## config.mk

```make
export PLATFORM = sky130hd
export DESIGN_NAME = modbus_ascii_request_framer_flat
export DESIGN_NICKNAME = d
export VERILOG_FILES = /design/src/rtl/mbf_pkg.sv /design/src/rtl/mbf_intf.sv /design/src/rtl/modbus_ascii_request_framer.sv /design/src/rtl/mbf_front.sv /design/src/rtl/mbf_queue.sv /design/src/rtl/mbf_back.sv /design/src/flat_wrapper.sv
export SDC_FILE = /design/constraint.sdc
export NUM_CORES = 1
export LEC_CHECK = 0
export BUFFER_PORTS_ARGS = -buffer_cell sky130_fd_sc_hd__buf_2
export CAP_MARGIN = 10
export CORE_MARGIN = 1.5
export CORE_UTILIZATION = 60
export DETAILED_ROUTE_END_ITERATION = 16
export PLACE_DENSITY = 0.8
export SLEW_MARGIN = 30
export SYNTH_ARGS = -nofsm -noshare
export SYNTH_HDL_FRONTEND = slang
export SYNTH_SLANG_ARGS = --single-unit
```

## constraint.sdc

```tcl
create_clock -name clk_i -period 4 [get_ports clk_i]
set_input_delay 0 -clock clk_i [delete_from_list [all_inputs] [get_ports clk_i]]
set_output_delay 0 -clock clk_i [all_outputs]
set_load 0.02 [all_outputs]
```

## src/rtl/mbf_pkg.sv

```systemverilog
package mbf_pkg;

  localparam logic       MODE_HEADER = 1'b0;
  localparam logic       MODE_DATA   = 1'b1;

  localparam logic [7:0] FUNC_READ   = 8'h03;
  localparam logic [7:0] FUNC_WRITE  = 8'h06;

  localparam logic [7:0] CHAR_COLON  = 8'h3a;
  localparam logic [7:0] CHAR_CR     = 8'h0d;
  localparam logic [7:0] CHAR_LF     = 8'h0a;

  // Character positions within one job. A header job walks from the colon;
  // a data job starts at the digit pair of the last byte slot.
  localparam int unsigned STEP_W = 4;
  typedef logic [STEP_W-1:0] step_t;

  localparam step_t STEP_COLON      = 4'd0;
  localparam step_t STEP_DATA_FIRST = 4'd7;
  localparam step_t STEP_BYTES_END  = 4'd8;
  localparam step_t STEP_LRC_HI     = 4'd9;
  localparam step_t STEP_LRC_LO     = 4'd10;
  localparam step_t STEP_CR         = 4'd11;
  localparam step_t STEP_LF         = 4'd12;

  localparam int unsigned QUEUE_DEPTH = 2;
  localparam int unsigned QPTR_W      = $clog2(QUEUE_DEPTH);
  localparam int unsigned QCNT_W      = $clog2(QUEUE_DEPTH + 1);

  typedef struct packed {
    logic            is_header;
    logic            last;
    logic [3:0][7:0] bytes;
    logic [7:0]      lrc;
  } job_t;

  function automatic logic [7:0] hex_char(input logic [3:0] nib);
    logic [7:0] val;
    val = {4'h0, nib};
    if (nib < 4'd10) begin
      return 8'h30 + val;
    end else begin
      return 8'h57 + val;
    end
  endfunction

endpackage

```

## src/rtl/mbf_intf.sv

```systemverilog
interface mbf_in_if;
  logic        valid;
  logic        ready;
  logic        mode;
  logic        write_access;
  logic [15:0] start_register;
  logic [7:0]  data_byte;
  logic        last;

  modport source (output valid, mode, write_access, start_register, data_byte, last,
                  input ready);
  modport sink   (input valid, mode, write_access, start_register, data_byte, last,
                  output ready);
endinterface

interface mbf_out_if;
  logic       valid;
  logic       ready;
  logic [7:0] ascii_char;
  logic       last_char;

  modport source (output valid, ascii_char, last_char, input ready);
  modport sink   (input valid, ascii_char, last_char, output ready);
endinterface

interface mbf_cfg_if;
  logic       valid;
  logic       ready;
  logic [7:0] slave_address;

  modport source (output valid, slave_address, input ready);
  modport sink   (input valid, slave_address, output ready);
endinterface

```

## src/rtl/modbus_ascii_request_framer.sv

```systemverilog
// Modbus ASCII request framer. A header word on in_i opens a frame and produces
// ':' followed by lower-case hex pairs for the slave address, the function code
// (03 for a read, 06 for a write) and the start register, high byte first. Each
// following data word produces its byte as two hex digits. A word with last set
// closes the frame by appending the LRC (two's complement of the byte sum) as
// two hex digits, then CR and LF; a header with last set is a complete frame.
// A data word with no frame open is accepted and dropped. A header while a
// frame is open abandons that frame and starts over. Every character leaves as
// one word on out_o, and last_char marks the final character of each input word.
// The output register sends one character per cycle while out_o is ready. A data
// word produces two characters (six when it closes the frame), a header nine
// (thirteen when it closes the frame). A two-entry job queue between the input
// side and the character generator takes input words while characters drain
// and while the output is stalled, until it is full. The slave address is
// written through cfg_i, which is always ready; write it only while the framer is idle.
module modbus_ascii_request_framer (
  input  logic      clk_i,
  input  logic      rst_ni,
  mbf_in_if.sink    in_i,
  mbf_cfg_if.sink   cfg_i,
  mbf_out_if.source out_o
);
  import mbf_pkg::*;

  // Jobs from the classifier into the queue.
  job_t front_job;
  logic front_valid;
  logic front_ready;

  // Jobs from the queue head into the character generator.
  job_t back_job;
  logic back_valid;
  logic back_ready;

  // The classifier keeps the running sum and frame state and turns each header,
  // and each data word of an open frame, into a job holding its bytes and the LRC it would close with.
  mbf_front u_front (
    .clk_i       (clk_i),
    .rst_ni      (rst_ni),
    .in_i        (in_i),
    .cfg_i       (cfg_i),
    .job_o       (front_job),
    .job_valid_o (front_valid),
    .job_ready_i (front_ready)
  );

  mbf_queue u_queue (
    .clk_i        (clk_i),
    .rst_ni       (rst_ni),
    .push_job_i   (front_job),
    .push_valid_i (front_valid),
    .push_ready_o (front_ready),
    .pop_job_o    (back_job),
    .pop_valid_o  (back_valid),
    .pop_ready_i  (back_ready)
  );

  // The generator walks each job one character per cycle into the output
  // register while the output is not stalled, and releases the job with its final character.
  mbf_back u_back (
    .clk_i       (clk_i),
    .rst_ni      (rst_ni),
    .job_i       (back_job),
    .job_valid_i (back_valid),
    .job_ready_o (back_ready),
    .out_o       (out_o)
  );

endmodule

```

## src/rtl/mbf_front.sv

```systemverilog
module mbf_front (
  input  logic          clk_i,
  input  logic          rst_ni,
  mbf_in_if.sink        in_i,
  mbf_cfg_if.sink       cfg_i,
  output mbf_pkg::job_t job_o,
  output logic          job_valid_o,
  input  logic          job_ready_i
);
  import mbf_pkg::*;

  logic [7:0] slave_q, slave_d;
  logic [7:0] sum_q, sum_d;
  logic       open_q, open_d;

  logic       is_hdr;
  logic       accept;
  logic [7:0] func;
  logic [7:0] hdr_sum;
  logic [7:0] data_sum;
  logic [7:0] item_sum;

  assign cfg_i.ready = 1'b1;
  assign slave_d     = cfg_i.valid ? cfg_i.slave_address : slave_q;

  assign is_hdr   = (in_i.mode == MODE_HEADER);
  assign func     = in_i.write_access ? FUNC_WRITE : FUNC_READ;
  assign hdr_sum  = 8'(slave_q + func + in_i.start_register[15:8] + in_i.start_register[7:0]);
  assign data_sum = 8'(sum_q + in_i.data_byte);
  assign item_sum = is_hdr ? hdr_sum : data_sum;

  // A data word with no frame open is swallowed without producing a job.
  assign job_valid_o = in_i.valid && (is_hdr || open_q);
  assign in_i.ready  = job_ready_i || (!is_hdr && !open_q);
  assign accept      = in_i.valid && in_i.ready;

  always_comb begin
    job_o.is_header = is_hdr;
    job_o.last      = in_i.last;
    job_o.lrc       = 8'(8'h00 - item_sum);
    if (is_hdr) begin
      job_o.bytes[0] = slave_q;
      job_o.bytes[1] = func;
      job_o.bytes[2] = in_i.start_register[15:8];
      job_o.bytes[3] = in_i.start_register[7:0];
    end else begin
      job_o.bytes[0] = 8'h00;
      job_o.bytes[1] = 8'h00;
      job_o.bytes[2] = 8'h00;
      job_o.bytes[3] = in_i.data_byte;
    end
  end

  always_comb begin
    sum_d  = sum_q;
    open_d = open_q;
    if (accept && (is_hdr || open_q)) begin
      open_d = !in_i.last;
      sum_d  = in_i.last ? 8'h00 : item_sum;
    end
  end

  always_ff @(posedge clk_i or negedge rst_ni) begin
    if (!rst_ni) begin
      slave_q <= 8'h00;
      sum_q   <= 8'h00;
      open_q  <= 1'b0;
    end else begin
      slave_q <= slave_d;
      sum_q   <= sum_d;
      open_q  <= open_d;
    end
  end

endmodule

```

## src/rtl/mbf_queue.sv

```systemverilog
module mbf_queue (
  input  logic          clk_i,
  input  logic          rst_ni,
  input  mbf_pkg::job_t push_job_i,
  input  logic          push_valid_i,
  output logic          push_ready_o,
  output mbf_pkg::job_t pop_job_o,
  output logic          pop_valid_o,
  input  logic          pop_ready_i
);
  import mbf_pkg::*;

  job_t              mem_q [QUEUE_DEPTH];
  logic [QPTR_W-1:0] wr_q, wr_d;
  logic [QPTR_W-1:0] rd_q, rd_d;
  logic [QCNT_W-1:0] cnt_q, cnt_d;
  logic              push;
  logic              pop;

  assign push_ready_o = (cnt_q != QCNT_W'(QUEUE_DEPTH));
  assign pop_valid_o  = (cnt_q != '0);
  assign pop_job_o    = mem_q[rd_q];
  assign push         = push_valid_i && push_ready_o;
  assign pop          = pop_valid_o && pop_ready_i;

  always_comb begin
    wr_d  = push ? QPTR_W'(wr_q + 1'b1) : wr_q;
    rd_d  = pop  ? QPTR_W'(rd_q + 1'b1) : rd_q;
    cnt_d = cnt_q;
    if (push && !pop) begin
      cnt_d = QCNT_W'(cnt_q + 1'b1);
    end else if (pop && !push) begin
      cnt_d = QCNT_W'(cnt_q - 1'b1);
    end
  end

  always_ff @(posedge clk_i) begin
    if (push) begin
      mem_q[wr_q] <= push_job_i;
    end
  end

  always_ff @(posedge clk_i or negedge rst_ni) begin
    if (!rst_ni) begin
      wr_q  <= '0;
      rd_q  <= '0;
      cnt_q <= '0;
    end else begin
      wr_q  <= wr_d;
      rd_q  <= rd_d;
      cnt_q <= cnt_d;
    end
  end

endmodule

```

## src/rtl/mbf_back.sv

```systemverilog
module mbf_back (
  input  logic          clk_i,
  input  logic          rst_ni,
  input  mbf_pkg::job_t job_i,
  input  logic          job_valid_i,
  output logic          job_ready_o,
  mbf_out_if.source     out_o
);
  import mbf_pkg::*;

  step_t      step_q, step_d;
  logic       busy_q, busy_d;
  logic       oval_q, oval_d;
  logic [7:0] char_q, char_d;
  logic       lchar_q, lchar_d;

  step_t      cur_step;
  step_t      step_m1;
  logic [7:0] cur_byte;
  logic [3:0] nib;
  logic [7:0] cur_char;
  logic       is_end;
  logic       advance;

  assign cur_step = busy_q ? step_q
                  : (job_i.is_header ? STEP_COLON : STEP_DATA_FIRST);
  assign step_m1  = STEP_W'(cur_step - 1'b1);
  assign cur_byte = (cur_step >= STEP_LRC_HI) ? job_i.lrc : job_i.bytes[step_m1[2:1]];
  // Odd positions carry the high nibble, both for the bytes and for the LRC.
  assign nib      = cur_step[0] ? cur_byte[7:4] : cur_byte[3:0];

  always_comb begin
    if (cur_step == STEP_COLON) begin
      cur_char = CHAR_COLON;
    end else if (cur_step == STEP_CR) begin
      cur_char = CHAR_CR;
    end else if (cur_step == STEP_LF) begin
      cur_char = CHAR_LF;
    end else begin
      cur_char = hex_char(nib);
    end
  end

  assign is_end      = ((cur_step == STEP_BYTES_END) && !job_i.last) || (cur_step == STEP_LF);
  assign advance     = job_valid_i && (!oval_q || out_o.ready);
  assign job_ready_o = advance && is_end;

  always_comb begin
    step_d  = step_q;
    busy_d  = busy_q;
    oval_d  = oval_q;
    char_d  = char_q;
    lchar_d = lchar_q;
    if (advance) begin
      oval_d  = 1'b1;
      char_d  = cur_char;
      lchar_d = is_end;
      busy_d  = !is_end;
      step_d  = STEP_W'(cur_step + 1'b1);
    end else if (out_o.ready) begin
      oval_d = 1'b0;
    end
  end

  assign out_o.valid      = oval_q;
  assign out_o.ascii_char = char_q;
  assign out_o.last_char  = lchar_q;

  always_ff @(posedge clk_i) begin
    char_q  <= char_d;
    lchar_q <= lchar_d;
    step_q  <= step_d;
  end

  always_ff @(posedge clk_i or negedge rst_ni) begin
    if (!rst_ni) begin
      busy_q <= 1'b0;
      oval_q <= 1'b0;
    end else begin
      busy_q <= busy_d;
      oval_q <= oval_d;
    end
  end

endmodule

```

## src/flat_wrapper.sv

```systemverilog
// flat-port wrapper written by rule: the top's interface ports become plain ports
module modbus_ascii_request_framer_flat import mbf_pkg::*;
  (clk_i, rst_ni, in_i_valid, in_i_mode, in_i_write_access, in_i_start_register, in_i_data_byte, in_i_last, in_i_ready, cfg_i_valid, cfg_i_slave_address, cfg_i_ready, out_o_valid, out_o_ascii_char, out_o_last_char, out_o_ready);
  mbf_in_if in_i_i ();
  mbf_cfg_if cfg_i_i ();
  mbf_out_if out_o_i ();
  input  logic clk_i;
  input  logic rst_ni;
  input wire logic [$bits(in_i_i.valid)-1:0] in_i_valid;
  input wire logic [$bits(in_i_i.mode)-1:0] in_i_mode;
  input wire logic [$bits(in_i_i.write_access)-1:0] in_i_write_access;
  input wire logic [$bits(in_i_i.start_register)-1:0] in_i_start_register;
  input wire logic [$bits(in_i_i.data_byte)-1:0] in_i_data_byte;
  input wire logic [$bits(in_i_i.last)-1:0] in_i_last;
  output wire logic [$bits(in_i_i.ready)-1:0] in_i_ready;
  input wire logic [$bits(cfg_i_i.valid)-1:0] cfg_i_valid;
  input wire logic [$bits(cfg_i_i.slave_address)-1:0] cfg_i_slave_address;
  output wire logic [$bits(cfg_i_i.ready)-1:0] cfg_i_ready;
  output wire logic [$bits(out_o_i.valid)-1:0] out_o_valid;
  output wire logic [$bits(out_o_i.ascii_char)-1:0] out_o_ascii_char;
  output wire logic [$bits(out_o_i.last_char)-1:0] out_o_last_char;
  input wire logic [$bits(out_o_i.ready)-1:0] out_o_ready;
  assign in_i_i.valid = in_i_valid;
  assign in_i_i.mode = in_i_mode;
  assign in_i_i.write_access = in_i_write_access;
  assign in_i_i.start_register = in_i_start_register;
  assign in_i_i.data_byte = in_i_data_byte;
  assign in_i_i.last = in_i_last;
  assign in_i_ready = in_i_i.ready;
  assign cfg_i_i.valid = cfg_i_valid;
  assign cfg_i_i.slave_address = cfg_i_slave_address;
  assign cfg_i_ready = cfg_i_i.ready;
  assign out_o_valid = out_o_i.valid;
  assign out_o_ascii_char = out_o_i.ascii_char;
  assign out_o_last_char = out_o_i.last_char;
  assign out_o_i.ready = out_o_ready;
  modbus_ascii_request_framer u_core (.clk_i(clk_i), .rst_ni(rst_ni), .in_i(in_i_i), .cfg_i(cfg_i_i), .out_o(out_o_i));
endmodule
```

======== Word-level counts from Yosys, hierarchy flattened ========
Memory sizes are Yosys's and may differ from the RTL's.
Index checks and enable logic that the tools add are counted.
operators by class
  $add $sub $neg .......................... 13
  magnitude comparators ................... 3
  equal/unequal tests ..................... 4
  multiplexer cells ....................... 19
  bitwise logic cells ..................... 1
  reduce and logical (&&, ||, !) cells .... 27
operators with widths
  kind                 number
  $mux 8               5
  $mux 32              1
  $add 8x8->8          3
  $bmux 8 s2           1
  $eq 4x4->1 const B   3
  $mux 6               2
  $logic_and 1x1->1    11
  $add 7x4->8 const A  1
  $add 8x3->8          1
  $mux 4               2
  $sub 1x8->8 const A  1
  $add 6x4->7 const A  1
  $logic_not 1->1      7
  $mux 3               2
  $reduce_bool 2->1    3
  $add 4x1->4 const B  1
  $ge 4x4->1 const B   1
  $logic_not 4->1      1
  $logic_or 1x1->1     4
  $lt 4x4->1 const B   1
  $mux 1               4
  $mux 2               2
  $lt 2x3->1 const B   1
  $reduce_or 3->1      1
  other kinds (6)      7
word-level totals
  bits in registers ....................... 36
  RAM bits ................................ 84
  output and inout bits ................... 12
  memories kept ........................... 1
memory list
  memory                words  width  read ports  clocked after Yosys merged registers in  wr ports  RTL line         text
  u_core.u_queue.mem_q  2      42     1           0                                        1         mbf_queue.sv:13  job_t mem_q [QUEUE_DEPTH];

======== Depth between registers and ports, before layout ========
An unclocked memory read counts as a cell.
  depth after elaboration ................. 12
  mapped depth ............................ 17

======== By module ========
From an unflattened synthesis, not the netlist that was laid out.
second synthesis, totals
  cell total of the unflattened synthesis .. 547
  area, all modules ....................... 6772.7 um^2
by module, submodules not included
  module     instances  cells an instance  area each (um^2)
  mbf_queue  1          149                3427.0
  mbf_front  1          232                1996.9
  mbf_back   1          166                1348.8

======== Least setup slack after synthesis ========
OpenSTA, ideal clock, no wires.
  path type ............................... register to register
  from .................................... reg u_core.u_queue.rd_q
  to ...................................... reg u_core.u_back.char_q[2], in the netlist u_core.u_back.out_o.ascii_char[2] (data pin)
  arrival ................................. 3.294 ns
  data required time ...................... 3.742 ns
  setup slack ............................. 0.448 ns
  cell stages (with the launch flop) ...... 16
  path buffers ............................ 1
  period minus slack after synthesis ...... 3.552 ns
  cell sequence ........................... dfrtp_1 buf_6 mux2_4 o21ai_1 inv_1 ha_1 nand2b_1 nand2b_1 nor2_1 a221o_2 o32a_4 inv_2 ha_1 nor2b_1 mux2i_1 o21ai_1
on the way
  word-level cells in the longest chain between the ends .. 12
  elaborated cells on any way between the ends .. 18
  classes of those cells .................. 3 x add/sub; 2 x order compare; 2 x eq/ne; 9 x mux; 1 x reduce/logical; 1 x memory
RTL lines
  item                                 RTL line         text
  start: declaration                   mbf_queue.sv:15  logic [QPTR_W-1:0] rd_q, rd_d;
  start signal: assignment             mbf_queue.sv:50  rd_q <= rd_d;
  $mem_v2 2x42 *                       --
  $mux 3                               mbf_back.sv:26   : (job_i.is_header ? STEP_COLON : STEP_DATA_FIRST);
  $mux 4                               mbf_back.sv:25   assign cur_step = busy_q ? step_q
  $sub 3x1->3                          mbf_back.sv:27   assign step_m1 = STEP_W'(cur_step - 1'b1);
  $bmux 8 s2                           mbf_back.sv:28   assign cur_byte = (cur_step >= STEP_LRC_HI) ? job_i.lrc : job_i.bytes[step_m1[2:1]];
  $mux 8 (implied by the code)         mbf_back.sv:28
  $mux 8                               mbf_back.sv:28
  $mux 4                               mbf_back.sv:30   assign nib = cur_step[0] ? cur_byte[7:4] : cur_byte[3:0];
  $add 7x4->8 (tied with other cells)  mbf_pkg.sv:43    return 8'h57 + val;
  $mux 8                               mbf_pkg.sv:40    if (nib < 4'd10) begin
  $mux 6                               mbf_back.sv:37   end else if (cur_step == STEP_LF) begin
  $mux 6                               mbf_back.sv:35   end else if (cur_step == STEP_CR) begin
  end signal: assignment               mbf_back.sv:70   char_q <= char_d;
  end: declaration                     mbf_back.sv:14   logic [7:0] char_q, char_d;
Mark *: on every way between the ends. The rest lies on a longest branch, timed or not. The select of a mux whose other input is x is not followed.
A chain may end at the register's enable or synchronous reset.

======== Worst setup path after layout ========
Ends and elaborated chain as after synthesis.

==> impl_metrics.ini <==
[pwr]
powerDensity_mw_per_mm2 = 759.6
clkPwrFrac_pct = 12.6
netSwitchingPower_mw = 1.920
seq_power_share_pct = 35.9
peakVddDrop_uv = 324.0
p_total_mw = 4.950
pwr-share-comb_pct = 51.5
power.leakage_nw = 2.691
intPower_mw = 3.030
switching_share_pct = 38.78

[place]
dpl.hpwl_mm = 8.312
gp_congestion = 0.9101
place_ws_ns = 0.3704
io_buffers = 49
dp_cells = 618
placed_area_sq_mm = 0.006100

[worst_setup_path]
r2r-end = u_core.u_back.out_o.ascii_char[2]
critPathRequiredTime_ns = 4.12
path_delay_family = compound AO/OA/AOI/OAI gates
worst_path_largest_cell_delay_ns = 0.48
crit_buf_inv = 2
crit_top_cell = ha_1
crit_arrival_ns = 3.74
slowest_stage = ha_1
reg2reg_from = u_core.u_queue.rd_q
reg2regPathDepth = 13
path_class = reg2reg
path_cells = mux2_4, nor2_1, a21oi_1, inv_1, ha_1, mux4_1, a221o_2, o32a_4, inv_2, ha_1, nor2b_1, mux2i_1, o21ai_1
reg2reg_slack_ns = 0.38
worstPathMaxFanout = 8
endpoint_kind = flip-flop
cp-start-kind = flip-flop

[yosys]
yosysWarnings = 0
synth_cell_types = 60
synth_edf_count = 84
async_flop_share_pct = 21.50
ys_seq_area_share_pct = 54.07
yosys.area.top_type = edfxtp_1
yosysMostFrequentCell = edfxtp_1
synth_area_sq_mm = 0.005729
synthTopCellsByArea = edfxtp_1, dfrtp_1, ha_1
synth_nets = 524
synth_cells = 449
synth_common_cells = edfxtp_1, inv_1, nand2_1
avgSynthCellArea_sq_um = 12.76
synth_top_flop_cell = edfxtp_1
ys_ff_latch = 107
synth_top_area_share_pct = 44.03

[timing]
fmax_mhz = 276.1
rsz0062_at_grt = false
fin_crit_sh_pct = 90.54
fin_skew_ns = 0.008960
finalHoldViolations = 0
slew_violations = 0
maxSlewHeadroom_pct = 55.29
setup_viol = 0
fin_crit_ns = 3.621
tightestPinTransition_ns = 0.6707
timing.hold.ws_ns = 0.01687
setup_tns_ns = 0
setup_slack_ns = 0.3785

[grt]
grtUsageTotal_pct = 24.84
grt_pass1_vias = 3708
overflow = 0
grt_max_degree = 40
antenna_found_initial = 0
grt_pass1_wl_mm = 18.73

[clock_tree]
cts_made_buffers = 9
ctsHoldBuffers = 22
cts_setup_buffers = 0
root_buffer = clkbuf_8
clk_path_buf_depth = 2
cts_tree = built
clock_latency_ns = 0.36
cts_sinks = 107
path_clk_slew_ns = 0.10
cts-resized-gates = 0
cts_max_level = 3

[final_layout]
multi_input_area_sq_mm = 0.002396
fin_cells = 657
final_layout_size_suffix_gt1_share_pct = 20.45
area_growth_syn_to_layout_pct = 13.74
n_fill_cell = 635
register_area_sq_mm = 0.003098
utilization_pct = 70.52
n_antenna_cell = 0
fin_nets = 598
design_area_sq_mm = 0.006516

[floorplanning]
fp.dieH_microns = 100.7
coreArea_sq_mm = 0.009240
initial_core_util_pct = 62.00
die_area_sq_mm = 0.01014
fp-row-count = 35
fp.dieW_microns = 100.7
io_pins = 52

[detailed_routing]
viasPerCell = 5.673
ant_nets = 0
drc = 0
wirelength_mm = 11.41
drt_first_iter_violations = 207
drtPass1Iterations = 5
num_vias = 3727
wl_per_cell_microns = 17.36

[worst_hold_path]
hold_end = u_core.u_queue.mem_q[0][32]
whs_path_depth = 2
worstHoldStart = in_i_start_register[0]
hold_path_class = in2reg

[outcome]
status = finished clean

[job]
drv_cap = 0
-- kinds of logic after synthesis --
group                    synth area share [%]
buffers and inverters                   4.149
AO/OA/AOI/OAI                           9.937
multiplexers                            9.980
flip-flops                              54.07
AND/OR/NAND/NOR                         8.189
other                                  0.1311
XOR/XNOR                                4.586
adder cells (fa/ha/maj)                 8.954
-- metal layers --
metal  up-vias  track usage [%]  wire [microns]
met2       142            42.10            5719
met3        15            5.340             677
li1       1756                -               -
met4         0            6.176             150
met5         -                0               0
met1      1814            32.94            4860
-- cell usage in the layout (no fill, tap or decap), types with 10 or more instances in the layout --
cell type	synthesis	final
a21oi_1	17	17
dlygate4sd3_1	0	23
mux2_2	13	13
nor2_1	28	27
edfxtp_1	84	84
clkbuf_8	0	10
mux2i_1	14	14
xnor2_1	24	24
nand2_1	33	33
ha_1	25	25
buf_2	1	49
inv_1	39	39
o21ai_0	20	20
fa_1	10	10
dfrtp_1	23	23
-- worst register-to-register path, stage by stage, from the launching register on --
cell,delay [ns]
dfrtp_1,0.40
mux2_4,0.25
nor2_1,0.06
a21oi_1,0.28
inv_1,0.08
ha_1,0.49
mux4_1,0.38
a221o_2,0.37
o32a_4,0.42
inv_2,0.07
ha_1,0.16
nor2b_1,0.16
mux2i_1,0.21
o21ai_1,0.07
-- power by group through the flow --
stage               clock network (mW)  registers, mW  logic [mW]
floorplan                            0           1.82        1.91
global placement                     0           1.78        2.42
detailed placement                   0           1.80        2.50
CTS                              0.631           1.78        2.54
global route                     0.676           1.81        2.81
finish                           0.623           1.78        2.55
-- state kept, by name, summed over array words and instances (netlist names) --
name	cells
u_core.u_queue.mem_q	72
u_core.u_queue.rd_q	1
u_core.u_front.sum_q	8
u_core.u_queue.wr_q	1
u_core.u_front.slave_q	8
u_core.u_back.out_o.ascii_char	7
u_core.u_queue.cnt_q	2
u_core.u_back.out_o.last_char	1
u_core.u_front.open_q	1
u_core.u_back.busy_q	1
u_core.u_back.out_o.valid	1
u_core.u_back.step_q	4
-- layout make-up --
cell class | count | area share, %
Clock inverter | 6 | 0.7488
Multi-Input combinational cell | 286 | 36.77
Tap cell | 129 | 2.477
Clock buffer | 10 | 2.112
Inverter | 41 | 2.362
Timing Repair Buffer | 78 | 7.988
Sequential cell | 107 | 47.54
-- worst max path at each step --
stage          slack (ns)  cells after the start                   startpoint                                 to
5_1_grt              0.14                     14  u_core.u_queue.mem_q[0][17]  u_core.u_back.out_o.ascii_char[2]
3_3_place_gp         0.50                     12    u_core.u_front.slave_q[2]         u_core.u_queue.mem_q[0][6]
6_report             0.38                     13          u_core.u_queue.rd_q  u_core.u_back.out_o.ascii_char[2]
4_1_cts              0.36                     13          u_core.u_queue.rd_q  u_core.u_back.out_o.ascii_char[2]
3_5_place_dp         0.37                     13          u_core.u_queue.rd_q  u_core.u_back.out_o.ascii_char[2]
2_1_floorplan        0.45                     15          u_core.u_queue.rd_q  u_core.u_back.out_o.ascii_char[2]
Power figures use the tool's default switching activity.
